## config.mk

```make
export PLATFORM = sky130hd
export DESIGN_NAME = serial_register_slave_crc16
export DESIGN_NICKNAME = d
export VERILOG_FILES = /design/src/rtl/srs_pkg.sv /design/src/rtl/serial_register_slave_crc16.sv /design/src/rtl/srs_regfile.sv /design/src/rtl/srs_parser.sv /design/src/rtl/srs_reply.sv
export SDC_FILE = /design/constraint.sdc
export NUM_CORES = 2
export LEC_CHECK = 0
export BUFFER_PORTS_ARGS = -buffer_cell sky130_fd_sc_hd__buf_2
export CAP_MARGIN = 10
export CORE_UTILIZATION = 35
export CTS_BUF_LIST = sky130_fd_sc_hd__clkbuf_4
export DETAILED_ROUTE_END_ITERATION = 10
export PLACE_DENSITY = 0.47
export RECOVER_POWER = 100
export SLEW_MARGIN = 20
export SYNTH_ARGS = -nofsm -noshare
export SYNTH_HDL_FRONTEND = slang
export SYNTH_SLANG_ARGS = --single-unit
```

## constraint.sdc

```tcl
create_clock -name clock -period 7 [get_ports clock]
set_input_delay 0.7 -clock clock [delete_from_list [all_inputs] [get_ports clock]]
set_output_delay 0.7 -clock clock [all_outputs]
set_load 0.005 [all_outputs]
```

## src/rtl/srs_pkg.sv

```systemverilog
package srs_pkg;

   // item modes
   localparam logic [1:0] MODE_RX     = 2'd0;
   localparam logic [1:0] MODE_GAP    = 2'd1;
   localparam logic [1:0] MODE_SENSOR = 2'd2;
   localparam logic [1:0] MODE_TX     = 2'd3;

   // frame bytes and function codes
   localparam logic [7:0] HEADER_BYTE    = 8'hAA;
   localparam logic [7:0] SLAVE_ID_BYTE  = 8'h01;
   localparam logic [7:0] FN_READ        = 8'h05;
   localparam logic [7:0] FN_READ_REPLY  = 8'h06;
   localparam logic [7:0] FN_WRITE       = 8'h07;
   localparam logic [7:0] FN_WRITE_REPLY = 8'h08;
   localparam logic [7:0] WRITE_LIMIT    = 8'h10;
   localparam logic [7:0] HUNT_LIMIT     = 8'd250;

   // crc-16/modbus, reflected
   localparam logic [15:0] CRC_POLY = 16'hA001;
   localparam logic [15:0] CRC_INIT = 16'hFFFF;

   // one input beat
   typedef struct packed {
      logic [1:0] mode;
      logic [7:0] data;
      logic [7:0] reg_addr;
   } item_type;

   // request decoded at a frame gap
   typedef struct packed {
      logic       queue_read;
      logic       queue_write;
      logic [7:0] reg_index;
      logic [7:0] count;
   } req_event_type;

   // one byte through the crc, lsb first
   function automatic logic [15:0] crc16_byte(input logic [15:0] crc, input logic [7:0] b);
      logic [15:0] c;
      c = crc ^ {8'h00, b};
      for (int k = 0; k < 8; k++) begin
         c = c[0] ? ((c >> 1) ^ CRC_POLY) : (c >> 1);
      end
      return c;
   endfunction

endpackage

```

## src/rtl/serial_register_slave_crc16.sv

```systemverilog
// Serial register slave with a CRC-16/Modbus reply path.
// req channel: one beat per event. req_mode 0 is a received byte (req_data),
// 1 a frame gap, 2 a sensor write of req_data to register req_reg_addr,
// 3 a transmit slot. A frame gap evaluates the parsed request and may queue a
// read reply (AA,01,06,len,data..,crc lo,crc hi) or a write reply
// (AA,01,08,reg,data,crc lo,crc hi); a new reply replaces a pending one.
// rsp channel: each transmit slot with a reply pending yields one beat
// (rsp_tx_byte, rsp_last high on the final crc byte); idle slots yield none.
// csr channel: writes device_address; always ready, write it only when idle.
// Timing: a req beat lands in an input register, is processed from there
// through the parser, reply sequencer and register file, and its rsp beat
// is held in an output register. One beat per cycle is sustained while
// rsp_ready keeps up; the register file read port is read every cycle at
// the reply pointer.
// Reset (synchronous) clears all control state, device_address and the
// register file written flags, so every register reads as zero.
// When rsp_ready is low with a beat waiting, one more req beat is taken into
// the input register and then req_ready drops until the rsp beat goes.
module serial_register_slave_crc16 #(
   parameter int REG_COUNT = 200
) (
   input  logic       clock,
   input  logic       reset,
   input  logic       req_valid,
   output logic       req_ready,
   input  logic [1:0] req_mode,
   input  logic [7:0] req_data,
   input  logic [7:0] req_reg_addr,
   output logic       rsp_valid,
   input  logic       rsp_ready,
   output logic [7:0] rsp_tx_byte,
   output logic       rsp_last,
   input  logic       csr_valid,
   output logic       csr_ready,
   input  logic [7:0] csr_data
);

   logic                   in_valid_ff;
   srs_pkg::item_type      item_ff;
   logic [7:0]             device_address_ff;
   logic                   advance;
   logic                   fire;
   logic                   tx_fire;
   logic                   sensor_wr;
   srs_pkg::req_event_type req_event;
   logic                   wr_en;
   logic [7:0]             wr_addr;
   logic [7:0]             wr_data;
   logic [7:0]             rd_addr;
   logic [7:0]             rd_data;

   // handshake
   assign advance   = !rsp_valid || rsp_ready;
   assign fire      = in_valid_ff && advance;
   assign req_ready = !in_valid_ff || advance;
   assign csr_ready = 1'b1;
   assign tx_fire   = fire && (item_ff.mode == srs_pkg::MODE_TX);

   // input register
   always_ff @(posedge clock) begin
      if (reset) begin
         in_valid_ff <= 1'b0;
      end else if (req_ready) begin
         in_valid_ff <= req_valid;
      end
   end

   always_ff @(posedge clock) begin
      if (req_valid && req_ready) begin
         item_ff.mode     <= req_mode;
         item_ff.data     <= req_data;
         item_ff.reg_addr <= req_reg_addr;
      end
   end

   // device address register
   always_ff @(posedge clock) begin
      if (reset) begin
         device_address_ff <= 8'h00;
      end else if (csr_valid && csr_ready) begin
         device_address_ff <= csr_data;
      end
   end

   // register file write select: sensor beat or accepted write request
   assign sensor_wr = fire && (item_ff.mode == srs_pkg::MODE_SENSOR) &&
                      (item_ff.reg_addr < 8'(REG_COUNT));
   assign wr_en     = sensor_wr || req_event.queue_write;
   assign wr_addr   = req_event.queue_write ? req_event.reg_index : item_ff.reg_addr;
   assign wr_data   = req_event.queue_write ? req_event.count : item_ff.data;

   srs_parser #(
      .REG_COUNT(REG_COUNT)
   ) u_parser (
      .clock         (clock),
      .reset         (reset),
      .fire          (fire),
      .item          (item_ff),
      .device_address(device_address_ff),
      .req_event     (req_event)
   );

   srs_regfile #(
      .REG_COUNT(REG_COUNT)
   ) u_regfile (
      .clock  (clock),
      .reset  (reset),
      .wr_en  (wr_en),
      .wr_addr(wr_addr),
      .wr_data(wr_data),
      .rd_addr(rd_addr),
      .rd_data(rd_data)
   );

   srs_reply u_reply (
      .clock      (clock),
      .reset      (reset),
      .tx_fire    (tx_fire),
      .req_event  (req_event),
      .rd_data    (rd_data),
      .rsp_ready  (rsp_ready),
      .rd_addr    (rd_addr),
      .rsp_valid  (rsp_valid),
      .rsp_tx_byte(rsp_tx_byte),
      .rsp_last   (rsp_last)
   );

endmodule

```

## src/rtl/srs_regfile.sv

```systemverilog
module srs_regfile #(
   parameter int REG_COUNT = 200
) (
   input  logic       clock,
   input  logic       reset,
   input  logic       wr_en,
   input  logic [7:0] wr_addr,
   input  logic [7:0] wr_data,
   input  logic [7:0] rd_addr,
   output logic [7:0] rd_data
);

   localparam int AW = $clog2(REG_COUNT);

   logic [7:0]           mem_ff [REG_COUNT];
   logic [REG_COUNT-1:0] valid_ff;
   logic [7:0]           rd_mem_ff;
   logic                 rd_ok_ff;
   logic                 rd_ok_in;
   logic                 rd_hit_ff;
   logic                 rd_hit_in;
   logic [7:0]           hit_data_ff;
   logic [AW-1:0]        wr_index;
   logic [AW-1:0]        rd_index;
   logic                 rd_in_range;

   assign wr_index    = wr_addr[AW-1:0];
   assign rd_index    = rd_addr[AW-1:0];
   assign rd_in_range = rd_addr < 8'(REG_COUNT);

   // forward a same-cycle write; entries never written read as zero
   always_comb begin
      rd_hit_in = wr_en && (wr_addr == rd_addr) && rd_in_range;
      rd_ok_in  = rd_in_range && (valid_ff[rd_index] || rd_hit_in);
   end

   // storage array with registered read
   always_ff @(posedge clock) begin
      if (wr_en) begin
         mem_ff[wr_index] <= wr_data;
      end
      rd_mem_ff   <= mem_ff[rd_index];
      hit_data_ff <= wr_data;
   end

   // written flags and read qualifiers
   always_ff @(posedge clock) begin
      if (reset) begin
         valid_ff  <= '0;
         rd_ok_ff  <= 1'b0;
         rd_hit_ff <= 1'b0;
      end else begin
         if (wr_en) begin
            valid_ff[wr_index] <= 1'b1;
         end
         rd_ok_ff  <= rd_ok_in;
         rd_hit_ff <= rd_hit_in;
      end
   end

   assign rd_data = !rd_ok_ff ? 8'h00 : (rd_hit_ff ? hit_data_ff : rd_mem_ff);

endmodule

```

## src/rtl/srs_parser.sv

```systemverilog
module srs_parser #(
   parameter int REG_COUNT = 200
) (
   input  logic                   clock,
   input  logic                   reset,
   input  logic                   fire,
   input  srs_pkg::item_type      item,
   input  logic [7:0]             device_address,
   output srs_pkg::req_event_type req_event
);

   localparam logic [2:0] PH_HUNT = 3'd0;
   localparam logic [2:0] PH_ADDR = 3'd1;
   localparam logic [2:0] PH_FUNC = 3'd2;
   localparam logic [2:0] PH_REG  = 3'd3;
   localparam logic [2:0] PH_CNT  = 3'd4;
   localparam logic [2:0] PH_DONE = 3'd5;
   localparam logic [2:0] PH_SKIP = 3'd6;

   logic [2:0] phase_ff, phase_in;
   logic [7:0] pos_ff, pos_in;
   logic [7:0] func_ff, func_in;
   logic [7:0] reg_ff, reg_in;
   logic [7:0] cnt_ff, cnt_in;
   logic       gap_fire;
   logic       gap_ok;
   logic [8:0] read_end;

   assign gap_fire = fire && (item.mode == srs_pkg::MODE_GAP);
   assign gap_ok   = (phase_ff >= PH_FUNC) && (phase_ff <= PH_DONE);
   assign read_end = {1'b0, reg_ff} + {1'b0, cnt_ff};

   // request decode at the frame gap
   always_comb begin
      req_event.queue_read  = gap_fire && gap_ok && (func_ff == srs_pkg::FN_READ) &&
                              (read_end <= 9'(REG_COUNT));
      req_event.queue_write = gap_fire && gap_ok && (func_ff == srs_pkg::FN_WRITE) &&
                              (reg_ff <= srs_pkg::WRITE_LIMIT);
      req_event.reg_index   = reg_ff;
      req_event.count       = cnt_ff;
   end

   // frame parser
   always_comb begin
      phase_in = phase_ff;
      pos_in   = pos_ff;
      func_in  = func_ff;
      reg_in   = reg_ff;
      cnt_in   = cnt_ff;
      if (gap_fire) begin
         phase_in = PH_HUNT;
         pos_in   = 8'h00;
         func_in  = 8'h00;
         reg_in   = 8'h00;
         cnt_in   = 8'h00;
      end else if (fire && (item.mode == srs_pkg::MODE_RX)) begin
         unique case (phase_ff)
            PH_HUNT: begin
               if ((pos_ff < srs_pkg::HUNT_LIMIT) && (item.data == srs_pkg::HEADER_BYTE)) begin
                  phase_in = PH_ADDR;
               end
            end
            PH_ADDR: begin
               phase_in = (item.data == device_address) ? PH_FUNC : PH_SKIP;
            end
            PH_FUNC: begin
               func_in  = item.data;
               phase_in = PH_REG;
            end
            PH_REG: begin
               reg_in   = item.data;
               phase_in = PH_CNT;
            end
            PH_CNT: begin
               cnt_in   = item.data;
               phase_in = PH_DONE;
            end
            default: begin
               phase_in = phase_ff;
            end
         endcase
         if (pos_ff != 8'hFF) begin
            pos_in = pos_ff + 8'd1;
         end
      end
   end

   always_ff @(posedge clock) begin
      if (reset) begin
         phase_ff <= PH_HUNT;
         pos_ff   <= 8'h00;
         func_ff  <= 8'h00;
         reg_ff   <= 8'h00;
         cnt_ff   <= 8'h00;
      end else begin
         phase_ff <= phase_in;
         pos_ff   <= pos_in;
         func_ff  <= func_in;
         reg_ff   <= reg_in;
         cnt_ff   <= cnt_in;
      end
   end

endmodule

```

## src/rtl/srs_reply.sv

```systemverilog
module srs_reply (
   input  logic                   clock,
   input  logic                   reset,
   input  logic                   tx_fire,
   input  srs_pkg::req_event_type req_event,
   input  logic [7:0]             rd_data,
   input  logic                   rsp_ready,
   output logic [7:0]             rd_addr,
   output logic                   rsp_valid,
   output logic [7:0]             rsp_tx_byte,
   output logic                   rsp_last
);

   localparam logic [1:0] RK_NONE  = 2'd0;
   localparam logic [1:0] RK_READ  = 2'd1;
   localparam logic [1:0] RK_WRITE = 2'd2;
   localparam logic [1:0] RK_CRC   = 2'd3;

   logic [1:0]  kind_ff, kind_in;
   logic [2:0]  index_ff, index_in;
   logic [15:0] crc_ff, crc_in;
   logic [7:0]  rreg_ff, rreg_in;
   logic [7:0]  left_ff, left_in;
   logic        rsp_valid_ff, rsp_valid_in;
   logic [7:0]  rsp_tx_byte_ff;
   logic        rsp_last_ff;
   logic        emit;
   logic [7:0]  tx_byte;
   logic        tx_last;

   assign emit = tx_fire && (kind_ff != RK_NONE);

   // reply sequencer
   always_comb begin
      kind_in  = kind_ff;
      index_in = index_ff;
      crc_in   = crc_ff;
      rreg_in  = rreg_ff;
      left_in  = left_ff;
      tx_byte  = 8'h00;
      tx_last  = 1'b0;
      if (req_event.queue_read || req_event.queue_write) begin
         kind_in  = req_event.queue_read ? RK_READ : RK_WRITE;
         index_in = 3'd0;
         crc_in   = srs_pkg::CRC_INIT;
         rreg_in  = req_event.reg_index;
         left_in  = req_event.count;
      end else if (emit) begin
         if (kind_ff == RK_CRC) begin
            if (index_ff == 3'd0) begin
               tx_byte  = crc_ff[7:0];
               index_in = 3'd1;
            end else begin
               tx_byte  = crc_ff[15:8];
               tx_last  = 1'b1;
               kind_in  = RK_NONE;
               index_in = 3'd0;
            end
         end else begin
            case (index_ff)
               3'd0: tx_byte = srs_pkg::HEADER_BYTE;
               3'd1: tx_byte = srs_pkg::SLAVE_ID_BYTE;
               3'd2: tx_byte = (kind_ff == RK_READ) ? srs_pkg::FN_READ_REPLY
                                                    : srs_pkg::FN_WRITE_REPLY;
               3'd3: tx_byte = (kind_ff == RK_READ) ? left_ff : rreg_ff;
               default: begin
                  tx_byte = rd_data;
                  if (kind_ff == RK_READ) begin
                     rreg_in = rreg_ff + 8'd1;
                     left_in = left_ff - 8'd1;
                  end
               end
            endcase
            crc_in = srs_pkg::crc16_byte(crc_ff, tx_byte);
            if (index_ff < 3'd4) begin
               index_in = index_ff + 3'd1;
            end
            // read ends after its last data beat (after the len byte when the count is zero), write after its data beat
            if ((kind_ff == RK_READ) && (index_ff >= 3'd3) && (left_in == 8'h00)) begin
               kind_in  = RK_CRC;
               index_in = 3'd0;
            end
            if ((kind_ff == RK_WRITE) && (index_ff == 3'd4)) begin
               kind_in  = RK_CRC;
               index_in = 3'd0;
            end
         end
      end
   end

   // output register
   assign rsp_valid_in = emit ? 1'b1 : (rsp_ready ? 1'b0 : rsp_valid_ff);

   always_ff @(posedge clock) begin
      if (reset) begin
         kind_ff      <= RK_NONE;
         index_ff     <= 3'd0;
         crc_ff       <= srs_pkg::CRC_INIT;
         rreg_ff      <= 8'h00;
         left_ff      <= 8'h00;
         rsp_valid_ff <= 1'b0;
      end else begin
         kind_ff      <= kind_in;
         index_ff     <= index_in;
         crc_ff       <= crc_in;
         rreg_ff      <= rreg_in;
         left_ff      <= left_in;
         rsp_valid_ff <= rsp_valid_in;
      end
   end

   always_ff @(posedge clock) begin
      if (emit) begin
         rsp_tx_byte_ff <= tx_byte;
         rsp_last_ff    <= tx_last;
      end
   end

   assign rd_addr     = rreg_in;
   assign rsp_valid   = rsp_valid_ff;
   assign rsp_tx_byte = rsp_tx_byte_ff;
   assign rsp_last    = rsp_last_ff;

   // sequencer checks
   a_index_range: assert property (@(posedge clock) disable iff (reset)
      index_ff <= 3'd4)
      else $error("reply index out of range");

   a_crc_index: assert property (@(posedge clock) disable iff (reset)
      (kind_ff == RK_CRC) |-> (index_ff <= 3'd1))
      else $error("crc phase index out of range");

   a_read_left: assert property (@(posedge clock) disable iff (reset)
      ((kind_ff == RK_READ) && (index_ff == 3'd4)) |-> (left_ff != 8'h00))
      else $error("read reply in data phase with nothing left");

   a_last_ends: assert property (@(posedge clock) disable iff (reset)
      (emit && tx_last && !req_event.queue_read && !req_event.queue_write)
         |=> (kind_ff == RK_NONE))
      else $error("reply still pending after its last beat");

endmodule
```

==> summary.md <==
| Metric | Value |
|---|---|
| Net Switching | 0.00516 W |
| P per Cell Area | 262 nW/um^2 |
| Crit Path Category | reg2reg |
| Post-route cell area | 89300 um^2 |
| Slew HR | -128% |
| Register share of total power | 53.3% |
| Wire per inst | 27.4 um |
| Post-synth top area cell | edfxtp_1 |
| Starting Density | 35.3% |
| Root buf cell | clkbuf_4 |
| Syn. warnings | 0 |
| Initial antenna violation count | 18 |
| Largest net degree at the start of global routing | 157 |
| Max Slew Vio Count | 1445 |
| Commonest non-fill, non-tap cell in the layout | nand2_1 |
| Detailed Route WL | 283 mm |
| Tcrit/Tclk final | 97.3% |
| Worst Skew | 144 ps |
| Placed Instance Area | 81800 um^2 |
| Min Tclk post-route | 6810 ps |
| Prevailing post-synth register cell | edfxtp_1 |
| Leak | 31.4 nW |
| Post-synth EDFFs | 1627 |
| Unrepaired setup endpoints after global routing | no |
| Port buffer count | 41 |
| P_int | 0.0183 W |
| # setup viols final | 0 |
| Routed vias | 56100 |
| Yosys cell types | 91 |
| Crit-path cells | ha_1 -> fa_1 -> a21o_1 -> nor2b_1 -> mux2_2 -> o2111a_1 -> a211o_2 -> mux2_4 -> nor2_2 -> buf_4 -> buf_4 -> a31oi_1 -> nand3_1 -> nand3_1 -> nor4_1 -> o221ai_1 |
| Peak fanout along the critical path | 24 |
| Crit end category | register |
| F_max | 147 MHz |
| First-pass GRT wire length | 400 mm |
| Async SR Flop Fraction | 0% |
| Gate power share | 1.4% |
| Clock share of power | 45.4% |
| Clock Tree Buf Depth | 4 |
| Vias/cell | 5.42 |
| Area contributors post-synth | edfxtp_1, nand2_1, dfxtp_1, nand3_1, nor2_1 |
| H-Tree Depth | 6 |
| Iteration count of the initial detailed-routing pass | 6 |
| Clk_lat worst skew | 1400 ps |
| Grt ovf | 0 |
| Multi-input gate area | 21100 um^2 |
| Min-Delay Path Class | in2reg |
| P&R area growth vs syn | 14.5% |
| FF+latch area | 54900 um^2 |
| Critical Path AT | 8020 ps |
| Violated checks | capacitance limit, slew limit |
| Clk slew on worst S/H paths | 60 ps |
| Max stage delay cell, worst path | nor4_1 |
| Max cap viols | 30 |
| Critical Path RT | 8210 ps |
| Fin nets | 7020 |
| DRC violations left | 0 |
| CTS resizes | 0 |
| Num Clock Sinks | 1927 |
| Syn Std Cell Area | 78000 um^2 |
| Area of the core | 221000 um^2 |
| Switching share of power | 22.0% |
| Rows | 172 |
| Tot GR Track Use | 24.8% |
| Placer Congestion | 0.887 |
| Number of fill cells | 21300 |
| CTS buffer count | 546 |
| Hold Vio Cnt, Final | 0 |
| Die height | 474 um |
| Slowest stage delay, CP | 1030 ps |
| Worst-Margin Slew | 3420 ps |
| Most frequent cells in the layout | nand2_1, edfxtp_1, clkbuf_4 |
| Syn Nets | 6586 |
| Drt initial violations | 5799 |
| DP HPWL | 170 mm |
| Mean Syn Cell Area | 11.9 um^2 |
| Outcome | complete, but fails checks |
| Mapped Cells | 6536 |
| Max VDD drop | 0.000134 V |
| Critical R2R Launch | u_parser.reg_ff[0]$_SDFFE_PP0P_ |
| Synth Register Bits | 1927 |
| Routed Antenna Nets | 0 |
| Die X | 474 um |
| # IOs | 43 |
| Die area | 225000 um^2 |
| Post-synth top area share | 62.7% |
| Setup TNS | 0 ps |
| Layout cells sized above 1 | 15.7% |
| Register area share after synthesis | 70.4% |
| Hold Crit Start | reset |
| Startpoint types | register |
| Vias in the first global route | 54000 |
| Crit path from | u_parser.reg_ff[0]$_SDFFE_PP0P_ |
| CTS tree | done |
area by class of cell:
cell class	count	area share [%]
tap	2958	4.14
timing repair buffer	291	2.87
sequential	1927	61.4
antenna	10	0.0280
multi-input combinational	4191	23.6
clock inverter	98	0.594
clock buffer	862	7.25
inverter	13	0.0546
power groups by stage:
| stage | Clock (W) | Combinational, W | Sequential [W] |
|---|---|---|---|
| detailed placement | 0 | 0.000294 | 0.0127 |
| finish | 0.0106 | 0.000322 | 0.0125 |
| CTS | 0.0109 | 0.000328 | 0.0125 |
| floorplan | 0 | 0.000129 | 0.0127 |
| global placement | 0 | 0.000290 | 0.0127 |
| global route | 0.0115 | 0.000338 | 0.0125 |
registers in the layout (all words and copies together) (netlist names), 8 cells and up:
| register | flops |
|---|---|
| item_ff | 18 |
| u_parser.cnt_ff | 8 |
| u_parser.pos_ff | 8 |
| u_reply.left_ff | 8 |
| u_regfile.rd_mem_ff | 8 |
| u_reply.crc_ff | 16 |
| u_parser.reg_ff | 8 |
| u_regfile.valid_ff | 200 |
| u_parser.func_ff | 8 |
| device_address_ff | 8 |
| u_regfile.mem_ff | 1600 |
| u_reply.rreg_ff | 8 |
| u_reply.rsp_tx_byte | 8 |
| u_regfile.hit_data_ff | 8 |
cells in the mapped netlist, drive strengths merged (6+ instances only):
| master | n |
|---|---|
| nor3 | 47 |
| dfxtp | 300 |
| a211oi | 12 |
| or3 | 11 |
| ha | 18 |
| edfxtp | 1627 |
| a31oi | 149 |
| a21oi | 195 |
| nand2b | 6 |
| clkbuf | 130 |
| o21ai | 53 |
| or4 | 6 |
| nor4 | 28 |
| nand4 | 74 |
| inv | 12 |
| a22oi | 9 |
| a21boi | 7 |
| a221oi | 10 |
| o21ba | 27 |
| nor2 | 702 |
| xor2 | 31 |
| a32oi | 69 |
| nand2 | 1643 |
| mux2 | 16 |
| nor2b | 11 |
| and3 | 54 |
| buf | 275 |
| a2111oi | 7 |
| mux2i | 193 |
| o221ai | 13 |
| nand3 | 630 |
| o22ai | 35 |
| o211ai | 23 |
| xnor2 | 23 |
per-stage QoR:
| step | instances | hold WS [ps] | utilization [%] | total power [W] | setup slack [ps] |
|---|---|---|---|---|---|
| finish | 10400 | 343 | 40.5 | 0.0234 | 192 |
| global route | 10300 | 310 | 40.5 | 0.0243 | 91.5 |
| CTS | 10300 | 190 | 40.6 | 0.0236 | 256 |
| detailed placement | 9305 | 458 | 37.1 | 0.0130 | 274 |
| global placement | 9305 | 447 | 37.1 | 0.0130 | 414 |
| floorplan | 6536 | 432 | - | 0.0129 | 1920 |
timing repair:
item                      CTS  global route
hold endpoints to repair  106             0
hold buffers               75             0
buffers inserted            0             0
path summary, 6_finish.rpt:
check,endpoint,slack (ps),depth (start not counted)
setup / recovery,u_regfile.rd_mem_ff[3]$_DFF_P_,190,16
hold / removal,u_reply.left_ff[3]$_SDFFE_PP0P_,340,3
setup reg to reg,u_regfile.rd_mem_ff[3]$_DFF_P_,190,16
hold reg to reg,u_regfile.valid_ff[16]$_SDFFE_PP0N_,470,2
critical path, delay by kind of cell (launching register included):
kind	cells	cell delay [ps]
AO/OA/AOI/OAI	5	1450
AND/OR/NAND/NOR	5	2470
buffers and inverters	2	620
flip-flops	1	410
adder cells (fa/ha/maj)	2	770
multiplexers	2	890
layer usage:
layer | up-vias | wire [um] | global-route usage [%] | part of all wire, %
met4 | 12 | 9530 | 9.26 | 3.4
met1 | 28200 | 120000 | 33.2 | 42
met3 | 506 | 24900 | 6.33 | 8.8
met5 | - | 74 | 0 | 0.026
li1 | 24800 | - | - | -
met2 | 2585 | 129000 | 38.4 | 46
cell families after synthesis:
group / synth area share [%]
xor+xnor: 0.607
fa+ha+maj: 0.315
buf+inv: 2.69
other cells: 0.00481
simple gates: 17.5
mux: 2.76
compound gates: 5.72
flops: 70.4
Note: power is estimated with default switching activity, not from simulation.
